--- src/rtl/orf_pkg.sv ---
`timescale 1ns / 1ps
// orf_pkg: shared types and constants of the overwriting ring fifo
// beat payload structs, controller state, command and status structs
// no dependencies
package orf_pkg;

   localparam int ORF_DEPTH         = 16;
   localparam int ORF_ELEMENT_WIDTH = 8;

   localparam int DATA_W  = 8;
   localparam int COUNT_W = 4;
   localparam int SLOTS_W = 5;

   localparam logic [SLOTS_W-1:0] SLOTS_RESET = 5'd16;
   localparam logic [SLOTS_W-1:0] SLOTS_MIN   = 5'd2;

   localparam logic OP_PUSH = 1'b0;
   localparam logic OP_POP  = 1'b1;

   typedef struct packed {
      logic              op;
      logic [DATA_W-1:0] push_data;
   } orf_req_type;

   typedef struct packed {
      logic               ok;
      logic [DATA_W-1:0]  pop_data;
      logic               overwrote;
      logic [COUNT_W-1:0] fill_count;
      logic               is_full;
      logic               is_empty;
   } orf_rsp_type;

   typedef enum logic {
      ST_IDLE,
      ST_EXEC
   } orf_state_type;

   // controller to datapath
   typedef struct packed {
      logic load_item;
      logic exec;
      logic cfg_write;
   } orf_cmd_type;

   // datapath to controller
   typedef struct packed {
      logic out_free;
   } orf_status_type;

endpackage

--- src/rtl/orf_ram.sv ---
`timescale 1ns / 1ps
// orf_ram: generic single write port, single read port ram with registered read
// no dependencies
module orf_ram #(
   parameter int WIDTH = 8,
   parameter int DEPTH = 16
) (
   input  logic                     clock,
   input  logic                     wr_en,
   input  logic [$clog2(DEPTH)-1:0] wr_addr,
   input  logic [WIDTH-1:0]         wr_data,
   input  logic [$clog2(DEPTH)-1:0] rd_addr,
   output logic [WIDTH-1:0]         rd_data
);

   logic [WIDTH-1:0] mem_ff [DEPTH];
   logic [WIDTH-1:0] rd_data_ff;

   always_ff @(posedge clock) begin
      if (wr_en) begin
         mem_ff[wr_addr] <= wr_data;
      end
      rd_data_ff <= mem_ff[rd_addr];
   end

   assign rd_data = rd_data_ff;

endmodule

--- src/rtl/orf_ctrl.sv ---
`timescale 1ns / 1ps
// orf_ctrl: controller state machine of the overwriting ring fifo
// depends on orf_pkg
module orf_ctrl
   import orf_pkg::*;
(
   input  logic           clock,
   input  logic           reset,
   input  logic           req_valid,
   output logic           req_stall,
   input  logic           csr_valid,
   output logic           csr_ready,
   input  orf_status_type status,
   output orf_cmd_type    cmd
);

   orf_state_type state_ff, state_in;

   always_ff @(posedge clock) begin
      if (reset) begin
         state_ff <= ST_IDLE;
      end else begin
         state_ff <= state_in;
      end
   end

   always_comb begin
      state_in = state_ff;
      unique case (state_ff)
         ST_IDLE: begin
            if (req_valid && !csr_valid) begin
               state_in = ST_EXEC;
            end
         end
         ST_EXEC: begin
            if (status.out_free) begin
               state_in = ST_IDLE;
            end
         end
         default: state_in = ST_IDLE;
      endcase
   end

   // register writes win over items when both arrive in idle
   always_comb begin
      cmd       = '0;
      req_stall = 1'b1;
      csr_ready = 1'b0;
      unique case (state_ff)
         ST_IDLE: begin
            req_stall     = reset || csr_valid;
            csr_ready     = !reset;
            cmd.load_item = !reset && req_valid && !csr_valid;
            cmd.cfg_write = !reset && csr_valid;
         end
         ST_EXEC: begin
            cmd.exec = status.out_free;
         end
         default: begin
            req_stall = 1'b1;
         end
      endcase
   end

endmodule

--- src/rtl/orf_datapath.sv ---
`timescale 1ns / 1ps
// orf_datapath: ring indices, slot count, slot ram and result register
// depends on orf_pkg and orf_ram
module orf_datapath
   import orf_pkg::*;
#(
   parameter int DEPTH         = ORF_DEPTH,
   parameter int ELEMENT_WIDTH = ORF_ELEMENT_WIDTH
) (
   input  logic                 clock,
   input  logic                 reset,
   input  orf_cmd_type          cmd,
   output orf_status_type       status,
   input  orf_req_type          req_data,
   input  logic [SLOTS_W-1:0]   csr_data,
   output logic                 rsp_valid,
   input  logic                 rsp_stall,
   output orf_rsp_type          rsp_data
);

   localparam int IW = $clog2(DEPTH);
   localparam int CW = IW + 1;

   logic [SLOTS_W-1:0]       slots_ff;
   logic [IW-1:0]            wr_idx_ff, wr_idx_in;
   logic [IW-1:0]            rd_idx_ff, rd_idx_in;
   logic                     op_ff;
   logic [DATA_W-1:0]        data_ff;
   orf_rsp_type              rsp_ff, rsp_in;
   logic                     rsp_valid_ff;

   logic [CW-1:0]            slot_n;
   logic [ELEMENT_WIDTH-1:0] ram_rd_data;
   logic [ELEMENT_WIDTH-1:0] ram_wr_data;
   logic                     ram_wr_en;
   logic [ELEMENT_WIDTH+DATA_W-1:0] push_wide;
   logic [ELEMENT_WIDTH+DATA_W-1:0] pop_wide;
   logic [CW-1:0]            cnt;
   logic [CW+COUNT_W-1:0]    cnt_wide;
   logic                     full_before;
   logic                     empty_before;

   function automatic logic [IW-1:0] next_idx(input logic [IW-1:0] i, input logic [CW-1:0] n);
      logic [CW-1:0] j;
      j = {1'b0, i} + CW'(1);
      return (j >= n) ? '0 : j[IW-1:0];
   endfunction

   // slot count in effect: clamped to 2 .. DEPTH
   always_comb begin
      if (slots_ff < SLOTS_MIN) begin
         slot_n = CW'(2);
      end else if (32'(slots_ff) > 32'(DEPTH)) begin
         slot_n = CW'(DEPTH);
      end else begin
         slot_n = CW'(slots_ff);
      end
   end

   assign push_wide   = {{ELEMENT_WIDTH{1'b0}}, data_ff};
   assign ram_wr_data = push_wide[ELEMENT_WIDTH-1:0];
   assign pop_wide    = {{DATA_W{1'b0}}, ram_rd_data};
   assign ram_wr_en   = cmd.exec && (op_ff == OP_PUSH);

   // read port always follows the read index, so the oldest element is ready
   orf_ram #(
      .WIDTH (ELEMENT_WIDTH),
      .DEPTH (DEPTH)
   ) u_ram (
      .clock   (clock),
      .wr_en   (ram_wr_en),
      .wr_addr (wr_idx_ff),
      .wr_data (ram_wr_data),
      .rd_addr (rd_idx_ff),
      .rd_data (ram_rd_data)
   );

   always_comb begin
      full_before  = next_idx(wr_idx_ff, slot_n) == rd_idx_ff;
      empty_before = wr_idx_ff == rd_idx_ff;
      wr_idx_in    = wr_idx_ff;
      rd_idx_in    = rd_idx_ff;
      rsp_in       = '0;
      case (op_ff)
         OP_PUSH: begin
            wr_idx_in     = next_idx(wr_idx_ff, slot_n);
            rsp_in.ok     = 1'b1;
            if (full_before) begin
               rd_idx_in        = next_idx(rd_idx_ff, slot_n);
               rsp_in.overwrote = 1'b1;
            end
         end
         default: begin
            if (!empty_before) begin
               rd_idx_in       = next_idx(rd_idx_ff, slot_n);
               rsp_in.ok       = 1'b1;
               rsp_in.pop_data = pop_wide[DATA_W-1:0];
            end
         end
      endcase
      if (wr_idx_in >= rd_idx_in) begin
         cnt = CW'({1'b0, wr_idx_in} - {1'b0, rd_idx_in});
      end else begin
         cnt = CW'({1'b0, wr_idx_in} + slot_n - {1'b0, rd_idx_in});
      end
      cnt_wide          = {{COUNT_W{1'b0}}, cnt};
      rsp_in.fill_count = cnt_wide[COUNT_W-1:0];
      rsp_in.is_full    = next_idx(wr_idx_in, slot_n) == rd_idx_in;
      rsp_in.is_empty   = wr_idx_in == rd_idx_in;
   end

   always_ff @(posedge clock) begin
      if (reset) begin
         slots_ff     <= SLOTS_RESET;
         wr_idx_ff    <= '0;
         rd_idx_ff    <= '0;
         rsp_valid_ff <= 1'b0;
      end else begin
         if (cmd.cfg_write) begin
            slots_ff  <= csr_data;
            wr_idx_ff <= '0;
            rd_idx_ff <= '0;
         end else if (cmd.exec) begin
            wr_idx_ff <= wr_idx_in;
            rd_idx_ff <= rd_idx_in;
         end
         if (cmd.exec) begin
            rsp_valid_ff <= 1'b1;
         end else if (!rsp_stall) begin
            rsp_valid_ff <= 1'b0;
         end
      end
   end

   always_ff @(posedge clock) begin
      if (cmd.load_item) begin
         op_ff   <= req_data.op;
         data_ff <= req_data.push_data;
      end
      if (cmd.exec) begin
         rsp_ff <= rsp_in;
      end
   end

   assign status.out_free = !rsp_valid_ff || !rsp_stall;
   assign rsp_valid       = rsp_valid_ff;
   assign rsp_data        = rsp_ff;

endmodule

--- src/rtl/overwriting_ring_fifo_top.sv ---
`timescale 1ns / 1ps
// overwriting_ring_fifo_top: top level of the overwriting ring fifo
// depends on orf_pkg, orf_ctrl, orf_datapath, orf_ram
//
// ring fifo over csr_data slots (clamped to 2 .. DEPTH, reset 16), holding at
// most one less element than slots. each req beat is a push or a pop and gives
// exactly one rsp beat with ok, popped data, overwrite flag, fill count and the
// full and empty flags after the operation. a push always succeeds; on a full
// fifo it drops the oldest element and sets overwrote. a pop on an empty fifo
// returns ok low, zero data and leaves the state alone. an item passes through
// an accept cycle, in which the slot ram's registered read port
// fetches the oldest element, and an execute cycle that updates the indices,
// writes the ram on a push and loads the result register. the execute cycle
// holds while a previous result still stalls in the result register, so a new
// beat is taken while an older result waits. writing the csr (only while idle)
// sets the slot count and empties the fifo; csr writes take priority over a
// req beat offered in the same cycle. slot contents are not cleared by reset.
module overwriting_ring_fifo_top
   import orf_pkg::*;
#(
   parameter int DEPTH         = ORF_DEPTH,
   parameter int ELEMENT_WIDTH = ORF_ELEMENT_WIDTH
) (
   input  logic               clock,
   input  logic               reset,
   // request channel
   input  logic               req_valid,
   output logic               req_stall,
   input  orf_req_type        req_data,
   // result channel
   output logic               rsp_valid,
   input  logic               rsp_stall,
   output orf_rsp_type        rsp_data,
   // slot count register
   input  logic               csr_valid,
   output logic               csr_ready,
   input  logic [SLOTS_W-1:0] csr_data
);

   orf_cmd_type    cmd;
   orf_status_type status;

   // sequencing of accept, execute and csr beats
   orf_ctrl u_ctrl (
      .clock     (clock),
      .reset     (reset),
      .req_valid (req_valid),
      .req_stall (req_stall),
      .csr_valid (csr_valid),
      .csr_ready (csr_ready),
      .status    (status),
      .cmd       (cmd)
   );

   // indices, slot ram and result register
   orf_datapath #(
      .DEPTH         (DEPTH),
      .ELEMENT_WIDTH (ELEMENT_WIDTH)
   ) u_dp (
      .clock     (clock),
      .reset     (reset),
      .cmd       (cmd),
      .status    (status),
      .req_data  (req_data),
      .csr_data  (csr_data),
      .rsp_valid (rsp_valid),
      .rsp_stall (rsp_stall),
      .rsp_data  (rsp_data)
   );

endmodule

--- config.mk ---
export PLATFORM = sky130hd
export DESIGN_NAME = overwriting_ring_fifo_top
export DESIGN_NICKNAME = d
export VERILOG_FILES = /design/src/rtl/orf_pkg.sv /design/src/rtl/orf_ram.sv /design/src/rtl/orf_ctrl.sv /design/src/rtl/orf_datapath.sv /design/src/rtl/overwriting_ring_fifo_top.sv
export SDC_FILE = /design/constraint.sdc
export NUM_CORES = 1
export LEC_CHECK = 0
export BUFFER_PORTS_ARGS = -buffer_cell sky130_fd_sc_hd__buf_2
export CAP_MARGIN = 10
export CORE_UTILIZATION = 45
export DETAILED_ROUTE_END_ITERATION = 16
export GPL_TIMING_DRIVEN = 0
export PLACE_DENSITY_LB_ADDON = 0.12
export SLEW_MARGIN = 0
export SYNTH_ARGS = -nofsm -noshare
export SYNTH_HDL_FRONTEND = slang
export SYNTH_HIERARCHICAL = 1
export SYNTH_SLANG_ARGS = --single-unit
--- constraint.sdc ---
create_clock -name clock -period 14.52 [get_ports clock]
set_clock_uncertainty 0.1 [all_clocks]
set_input_delay 0 -clock clock [delete_from_list [all_inputs] [get_ports clock]]
set_output_delay 0 -clock clock [all_outputs]
set_load 0.03 [all_outputs]
==> results of run 1 <==
worst min path at each step:
stage                     start                           to  cells after the start  slack (ns)
floorplan                 reset  u_dp/rsp_valid$_SDFFE_PP0P_                      1       -0.03
global placement    req_data[7]    u_dp/data_ff[7]$_DFFE_PP_                      1        0.08
detailed placement  req_data[6]    u_dp/data_ff[6]$_DFFE_PP_                      1        0.08
CTS                 req_data[2]    u_dp/data_ff[2]$_DFFE_PP_                      2        0.16
global route        req_data[6]    u_dp/data_ff[6]$_DFFE_PP_                      2        0.16
finish              req_data[2]    u_dp/data_ff[2]$_DFFE_PP_                      2        0.18
stage by stage:
step                      power (mW)  instance area (sq um)  std cells
after detailed placement      0.6501                   8468        781
after CTS                      1.073                   9265        837
after global placement        0.6478                   8446        779
final                          1.064                   9265        837
after global routing           1.103                   9265        837
after floorplan               0.6267                   7979        517
cells by family after synthesis:
family / after synthesis
buffers and inverters: 45
flip-flops: 176
AO/OA/AOI/OAI: 76
XOR/XNOR: 17
adder cells (fa/ha/maj): 30
multiplexers: 40
AND/OR/NAND/NOR: 133
registers in the layout (all words and copies together), names as in the netlist:
register            cells
u_dp/rsp_valid          1
u_dp/rsp_data          16
u_dp/data_ff            8
u_dp/slots_ff           5
u_dp/u_ram/mem_ff     128
u_dp/wr_idx_ff          4
u_ctrl/state_ff         1
u_dp/u_ram/rd_data      8
u_dp/rd_idx_ff          4
u_dp/op_ff              1
cell type report:
type	count	area, sq um
Timing Repair Buffer	64	447.9
Buffer	20	158.9
Multi-Input combinational cell	296	2681
Fill cell	1423	8031
Inverter	25	93.84
Clock inverter	11	110.1
Sequential cell	176	5055
Clock buffer	20	436.7
Tap cell	225	281.5
layout by cell type (no fill, tap or decap), types with 3 or more instances in the layout:
master	count
nand3b_1	3
buf_2	41
buf_6	4
and2_1	5
clkbuf_1	7
mux4_2	18
and3_2	3
clkinvlp_4	4
nor2_1	40
nand2b_1	6
a211oi_1	7
edfxtp_1	153
mux4_1	14
clkbuf_16	17
nand2_1	26
a21oi_1	14
fa_1	4
a31oi_1	3
mux2i_1	7
ha_1	26
dfxtp_1	23
and2_2	3
nor2b_1	4
xnor2_1	11
inv_1	25
o21ai_0	9
nand3_1	8
xor2_1	5
a21o_1	4
clkdlybuf4s25_2	3
nor3_1	4
buf_4	4
and3_1	11
a22oi_1	16
dlygate4sd3_1	25
critical path, stage by stage (launching register included):
cell       delay, ns
dfxtp_1         0.34
o311ai_0        0.78
inv_1           0.23
ha_1            0.33
and2b_2         0.23
o21ai_4         0.07
a31oi_1         0.44
o2111ai_1       0.28
a211o_2         0.41
inv_1           0.14
o21ai_0         0.10
and2_2          0.21
inv_1           0.12
ha_1            0.17
inv_1           0.06
fa_1            0.39
a21o_1          0.19
a21oi_1         0.21
nor2b_1         0.35
mux2i_1         0.26
xor2_1          0.09
report_power, final:
part / internal (mW) / switching [mW]
combinational: 0.0380 / 0.0456
clock: 0.237 / 0.183
sequential: 0.554 / 0.00599
total: 0.829 / 0.234
layer usage:
metal	up-vias	wire length [um]	global-route usage, %
li1	2180	-	-
met1	2319	7762	28.95
met2	110	7649	29.74
met3	6	908	3.966
met4	0	120	5.056
met5	-	0	0
==> run summary, run 1 <==
The flow ran to the end, and the final reports show no timing, DRC or antenna violations. Setup total negative slack on the finished layout was measured at 0 ns. For the count of hold buffers inserted by post-cts repair, the log shows 25. In the finished design, the share of the clock period the worst path needs comes to 39.81%. Prior to clock tree synthesis, the placed netlist has a worst setup slack of 8.706 ns. After synthesis the netlist holds a flip-flop and latch count of 176.

The total of warnings raised by yosys was 6; the number of gates resized after CTS was 0. After Yosys synthesis, full adders, half adders and majority gates account for 5.081% of the synthesized area. Compared with the post-synthesis result, the final layout area differs by 16.12%. Worst-case headroom to the max-slew limit: 30.56%.

The XOR/XNOR share of the synthesized area was 2.101%; the time the worst path needs with I/O delays and setup was 5.781 ns. From left edge to right edge, the die measures 135.2 um. The worst setup path is launched from a flip-flop.

Synthesis produced 517 cells. The standby leakage power was 3.306 nW. Hold is met by 0.1820 ns. The dominant combinational cell family by area after synthesis was multiplexers. The clock reaches the later pin of the worst-skew pair after 0.42 ns. After clock tree synthesis, the clock-pin slew on the worst setup and hold paths is 0.06 ns. The termination of the worst setup path was u_dp/rsp_data[5]$_DFFE_PP_. The run gives 18270 sq um as the die area. The min-delay analysis places its worst path in the category input pin to flip-flop. During I/O placement, the number of pins put on the boundary was 38. Summing the areas of all compound-gate instances in the mapped netlist gives 6.884% of the synthesized area. For the max-capacitance violation count, the log shows 0. The run gives 46.13% as the effective utilization at floorplan. Launch point of the critical path: u_dp/slots_ff[3]$_SDFFE_PP0P_. Wire length of the first global-routing pass: 25870 um. In this run the biggest area consumer among cell types represents 57.58% of the synthesized area. The final net count is 649.

Counting every sink on the clock net gives 176. The most repeated cell in the gate-level netlist after synthesis was edfxtp_1. DRC violations left: 0.

The routed design has 16440 um of wire. The detailed router finished its first iteration with 379 violations. For the share of synthesized area occupied by flip-flops and latches, the log shows 63.35%. The maximum fanout count along the critical path was 5.

The vertical die dimension came out at 135.2 um. IR analysis of the VDD net gives a maximum drop of 0.07940 mV. The post-synth net total was 566; the share of synthesized registers carrying an async set or reset was 0%. The share of synthesized area spent on multiplexers came out at 10.76%. The run gives 18 as the pin count of the biggest net entering global routing. Global routing finished with a remaining overflow of 0. The number of global-route vias before repair was 4507; the number of slew-limit violations in the final report was 0. Slew at the pin closest to its max-slew limit: 1.038 ns. 0 antenna diodes ended up in the layout. Detailed placement finished with a half-perimeter wire length of 11370 um.

The logs give 0 for the initial antenna violation count and 5.84 ns for the arrival time of the worst setup path. The biggest area contributor in the post-synthesis netlist is edfxtp_1. The placeable core area is 17300 sq um, and the summed instance area of the synthesized netlist is 7979 sq um. Setup repair after global routing left no endpoint under its margin. In the synthesized netlist, the cells that appear most often are edfxtp_1, nor2_1, ha_1, nand2_1, inv_1.

The run gives 70 as the post-synthesis cell type count. The endpoint identified for the worst register-to-register timing path is u_dp/rsp_data[5]$_DFFE_PP_. Class of the most critical setup path: flip-flop to flip-flop.

The worst setup path is captured at a flip-flop. The count of flip-flops with a built-in enable after synthesis was 153. The simple-gate share of the synthesized area works out to 8.656%. The tools report the launching point of the worst reg2reg path as u_dp/slots_ff[3]$_SDFFE_PP0P_. The maximum number of buffers from clock root to sink came out at 2.

The mean number of vias per cell is 5.514, and the highest clock frequency the design can meet is 173.0 MHz. For the final RePlAce weighted congestion, the log shows 0.8184. After floorplanning, the core was divided into 48 placement rows. The total via count in the routed design is 4615. In the synthesized netlist the dominant register cell turns out to be edfxtp_1. The total clock buffers created by CTS was 17. The all-layer global routing usage is 19.62%. By area the synthesized netlist is led by edfxtp_1, dfxtp_1, mux4_2, mux4_1, ha_1. At the worst endpoint, the required time is 14.58 ns.

The number of setup buffers added after CTS is 0, and the maximum level of the CTS H-tree is 4. The number of cells on the worst reg-to-reg path is 20. CTS placed an instance of clkbuf_16 at the clock tree root. In this run the register-to-register setup slack is 8.74 ns. The count of final setup violators came out at 0. In this run the power density over the cells is 114.8 nW/um^2.

Residual antenna-violating net count after detailed routing: 0. The total count of hold-check failures in the final report was 0; the setup slack after layout was 8.739 ns. TritonCTS built the clock tree. The first-pass iteration count of the detailed router was 4.

Cells fill 53.57% of the core in the end. The mean cell area of the mapped netlist was 15.43 sq um; the share of post-route cells with drive strength above 1 was 20.10%. Dividing the detail-routed wire length by the instance count gives 19.64 um. The count of buffers added on input and output ports is 37.
Power figures use the tool's default switching activity.
==> run 2: changes to the inputs <==
==> constraint.sdc (replaced) <==
create_clock -name clock -period 5.4 [get_ports clock]
set_clock_uncertainty 0.1 [all_clocks]
set_input_delay 0 -clock clock [delete_from_list [all_inputs] [get_ports clock]]
set_output_delay 0 -clock clock [all_outputs]
set_load 0.03 [all_outputs]
==> run summary, run 2 (synthesized netlist as in run 1, its figures left out) <==
The initial antenna violation count was 0 (unchanged). Cell chosen for the clock root: clkbuf_16 (unchanged). The logs give 4675 (was 4615) for the total via count in the routed design and 4510 (was 4507) for the number of global-route vias before repair.

Pin count of the biggest net entering global routing: 18 (unchanged). The tools report the endpoint of the worst-slack reg-to-reg timing path as u_dp/rsp_data[5]$_DFFE_PP_ (unchanged). The share of post-route cells with drive strength above 1 came out at 21.57% (was 20.10%). For the first-iteration detailed-routing DRC count, the log shows 368 (was 379). The class of the most critical setup path is flip-flop to flip-flop (unchanged). Count of final setup violators: 0 (unchanged).

The maximum number of buffers from clock root to sink was 2 (unchanged). The switching power was 635.4 uW (was 234.3 uW); the antenna diode count was 0 (unchanged). The layer with the highest usage after global routing is met2 (unchanged). The fraction of the cycle the final worst path needs is 96.09% (was 39.81%).

The logs give 0 (unchanged) for the DRC violations left and 3.302 nW (was 3.306 nW) for the standby leakage power. The max-capacitance violation count is 0 (unchanged). The largest register by flop count was u_dp/u_ram/mem_ff (unchanged).

The total chip power is 2.866 mW (was 1.064 mW). The class of the most critical hold timing path was input pin to flip-flop (unchanged). The worst path required time is 5.46 ns (was 14.58 ns), and the proportion of power drawn by combinational gates is 8.0% (was 7.9%). The clock sink count was 176 (unchanged); the detailed-route wire length per cell was 19.79 um (was 19.64 um).

The final net count came out at 649 (unchanged). The worst-skew pair later-pin latency is 0.42 ns (about the same). For the number of top-level design ports, the log shows 38 (unchanged).

The largest vdd supply drop is 0.2136 mV (was 0.07940 mV). The quantity of I/O buffers inserted on ports is 37 (unchanged). Commonest cells after routing, fill and taps aside: edfxtp_1, buf_2, nor2_1, nand2_1 (was edfxtp_1, buf_2, nor2_1, nand2_1, ha_1). For the final RePlAce weighted congestion, the log shows 0.8184 (unchanged).

The tools report the half-perimeter wire length after detailed placement as 11370 um (unchanged). The run gives 0.21 ns (was 8.74 ns) as the worst reg-to-reg setup slack. The tools report the launch point of the critical path as u_dp/wr_idx_ff[0]$_SDFFE_PP0P_ (was u_dp/slots_ff[3]$_SDFFE_PP0P_). The mean number of vias per cell was 5.585 (was 5.514). TritonCTS built the clock tree. The time the worst path needs with I/O delays and setup came out at 5.189 ns (was 5.781 ns). The switching share of total power was 22.17% (was 22.03%). The maximum level of the CTS H-tree came out at 4 (unchanged). The tools report the startpoint kind of the worst setup timing path as a flip-flop (unchanged). The final worst hold slack is 0.1833 ns (was 0.1820 ns), and the vertical die dimension is 135.2 um (unchanged). The logs give 3.966% (unchanged) for the global-route met3 utilization and 39.5% (about the same) for the power share of the clock group. The remaining global-route overflow was 0 (unchanged); the die area was 18270 sq um (unchanged). The die outline width is 135.2 um (unchanged), and the total routed wirelength is 16560 um (was 16440 um). The highest clock frequency the design can meet is 192.7 MHz (was 173.0 MHz), and the post-place setup slack is -0.4137 ns (was 8.706 ns). The flip-flop count of the largest register after layout works out to 128 (unchanged).

The cell count of the worst reg-to-reg path came out at 20 (unchanged). The termination of the worst setup path was u_dp/rsp_data[5]$_DFFE_PP_ (unchanged). The run gives 0 (unchanged) as the total count of hold-check failures in the final report. For the number of setup buffers added after CTS, the log shows 0 (unchanged).

The run gives 0 (unchanged) as the number of slew-limit violations in the final report. The sort of element at the end of the critical path is a flip-flop (unchanged). The run gives 46.13% (unchanged) as the effective utilization at floorplan.

Sequential share of power: 52.6% (was 52.7%). The power density over cell area was 307.7 nW/um^2 (was 114.8 nW/um^2). Maximum fanout count along the critical path: 15 (was 5).

For the met2 global-route usage, the log shows 29.80% (was 29.74%). For the worst-case headroom to the max-slew limit, the log shows 29.34% (was 30.56%). All-layer global routing usage: 19.64% (was 19.62%). Setup repair after global routing left no endpoint under its margin.

The wire length of the first global-routing pass is 25920 um (was 25870 um), and the internal power contribution is 2.230 mW (was 829.3 uW). Most common library cell in the layout ignoring fill and taps: edfxtp_1 (unchanged). The slew at the pin closest to its max-slew limit came out at 1.056 ns (was 1.038 ns). For the total clock buffers created by CTS, the log shows 17 (unchanged). The synthesis-to-finish area growth came out at 16.75% (was 16.12%). The number of cell rows came out at 48 (unchanged). For the residual antenna-violating net count after detailed routing, the log shows 0 (unchanged). The run finished with clean final reports. The clock-pin slew on the worst setup and hold paths works out to 0.06 ns (about the same).

The met1 layer usage reported by global route is 28.95% (unchanged), and the placeable core area is 17300 sq um (unchanged). The launching point of the worst reg2reg path was u_dp/wr_idx_ff[0]$_SDFFE_PP0P_ (was u_dp/slots_ff[3]$_SDFFE_PP0P_). The tools report the arrival time of the worst setup path as 5.24 ns (was 5.84 ns).

The setup slack after layout was 0.2114 ns (was 8.739 ns); the first-pass iteration count of the detailed router was 5 (was 4). The run gives 53.86% (was 53.57%) as the fraction of the core area covered by cells at the end of the flow.
[run 2: cell type report]
cell class,count,area (sq um)
clock buffer,20,436.7
sequential,176,5062
multi-input combinational,296,2724
inverter,25,93.84
tap,225,281.5
fill,1421,7981
clock inverter,11,110.1
buffer,20,158.9
timing repair buffer,64,447.9
[run 2: worst max-delay path, stage by stage (launching register included)]
cell and delay (ns):
dfxtp_4 0.46, ha_2 0.29, xor2_4 0.23, ha_1 0.29, a21oi_2 0.18, o21ai_4 0.10
a31oi_2 0.34, o2111ai_1 0.25, a211o_2 0.40, inv_1 0.15, o21ai_0 0.10, and2_2 0.21
inv_1 0.12, ha_1 0.16, inv_1 0.06, fa_1 0.39, a21o_1 0.19, a21oi_1 0.24
nor2b_2 0.29, mux2i_1 0.26, xor2_1 0.09
[run 2: power by group through the flow]
stage / Combinational, mW / Sequential [mW] / Clock [mW]
final: 0.228 / 1.51 / 1.13
after global routing: 0.252 / 1.51 / 1.21
after CTS: 0.227 / 1.51 / 1.15
after detailed placement: 0.212 / 1.54 / 0
after global placement: 0.207 / 1.53 / 0
after floorplan: 0.147 / 1.54 / 0
[run 2: routing by layer]
| metal | routed length [um] | share of wire [%] | vias to the layer above |
|---|---|---|---|
| li1 | - | - | 2181 |
| met1 | 8121 | 49 | 2376 |
| met2 | 7725 | 47 | 108 |
| met3 | 574 | 3.5 | 10 |
| met4 | 141 | 0.85 | 0 |
| met5 | 0 | 0 | - |
[run 2: worst min-delay path by stage]
stage / depth (start not counted) / start / endpoint / slack (ns)
floorplan: 1 / reset / u_dp/rsp_valid$_SDFFE_PP0P_ / -0.03
global placement: 1 / req_data[7] / u_dp/data_ff[7]$_DFFE_PP_ / 0.08
detailed placement: 1 / req_data[6] / u_dp/data_ff[6]$_DFFE_PP_ / 0.08
CTS: 2 / req_data[2] / u_dp/data_ff[2]$_DFFE_PP_ / 0.16
global route: 2 / req_data[6] / u_dp/data_ff[6]$_DFFE_PP_ / 0.16
finish: 2 / req_data[2] / u_dp/data_ff[2]$_DFFE_PP_ / 0.18
[run 2: what timing repair did]
item / in CTS / in global routing
pin swaps: 0 / 0
resized for setup: 5 / 8
endpoints found under the setup margin: 4 / 4
hold endpoints to repair: 25 / 0
hold buffers: 25 / 0
[run 2: metrics by stage]
step           cell area, sq um  instances  TNS, ns
3_3_place_gp               8446        779  -0.7288
4_1_cts                    9281        837        0
2_1_floorplan              7979        517        0
3_5_place_dp               8468        781   -1.010
5_1_grt                    9315        837        0
6_report                   9315        837        0
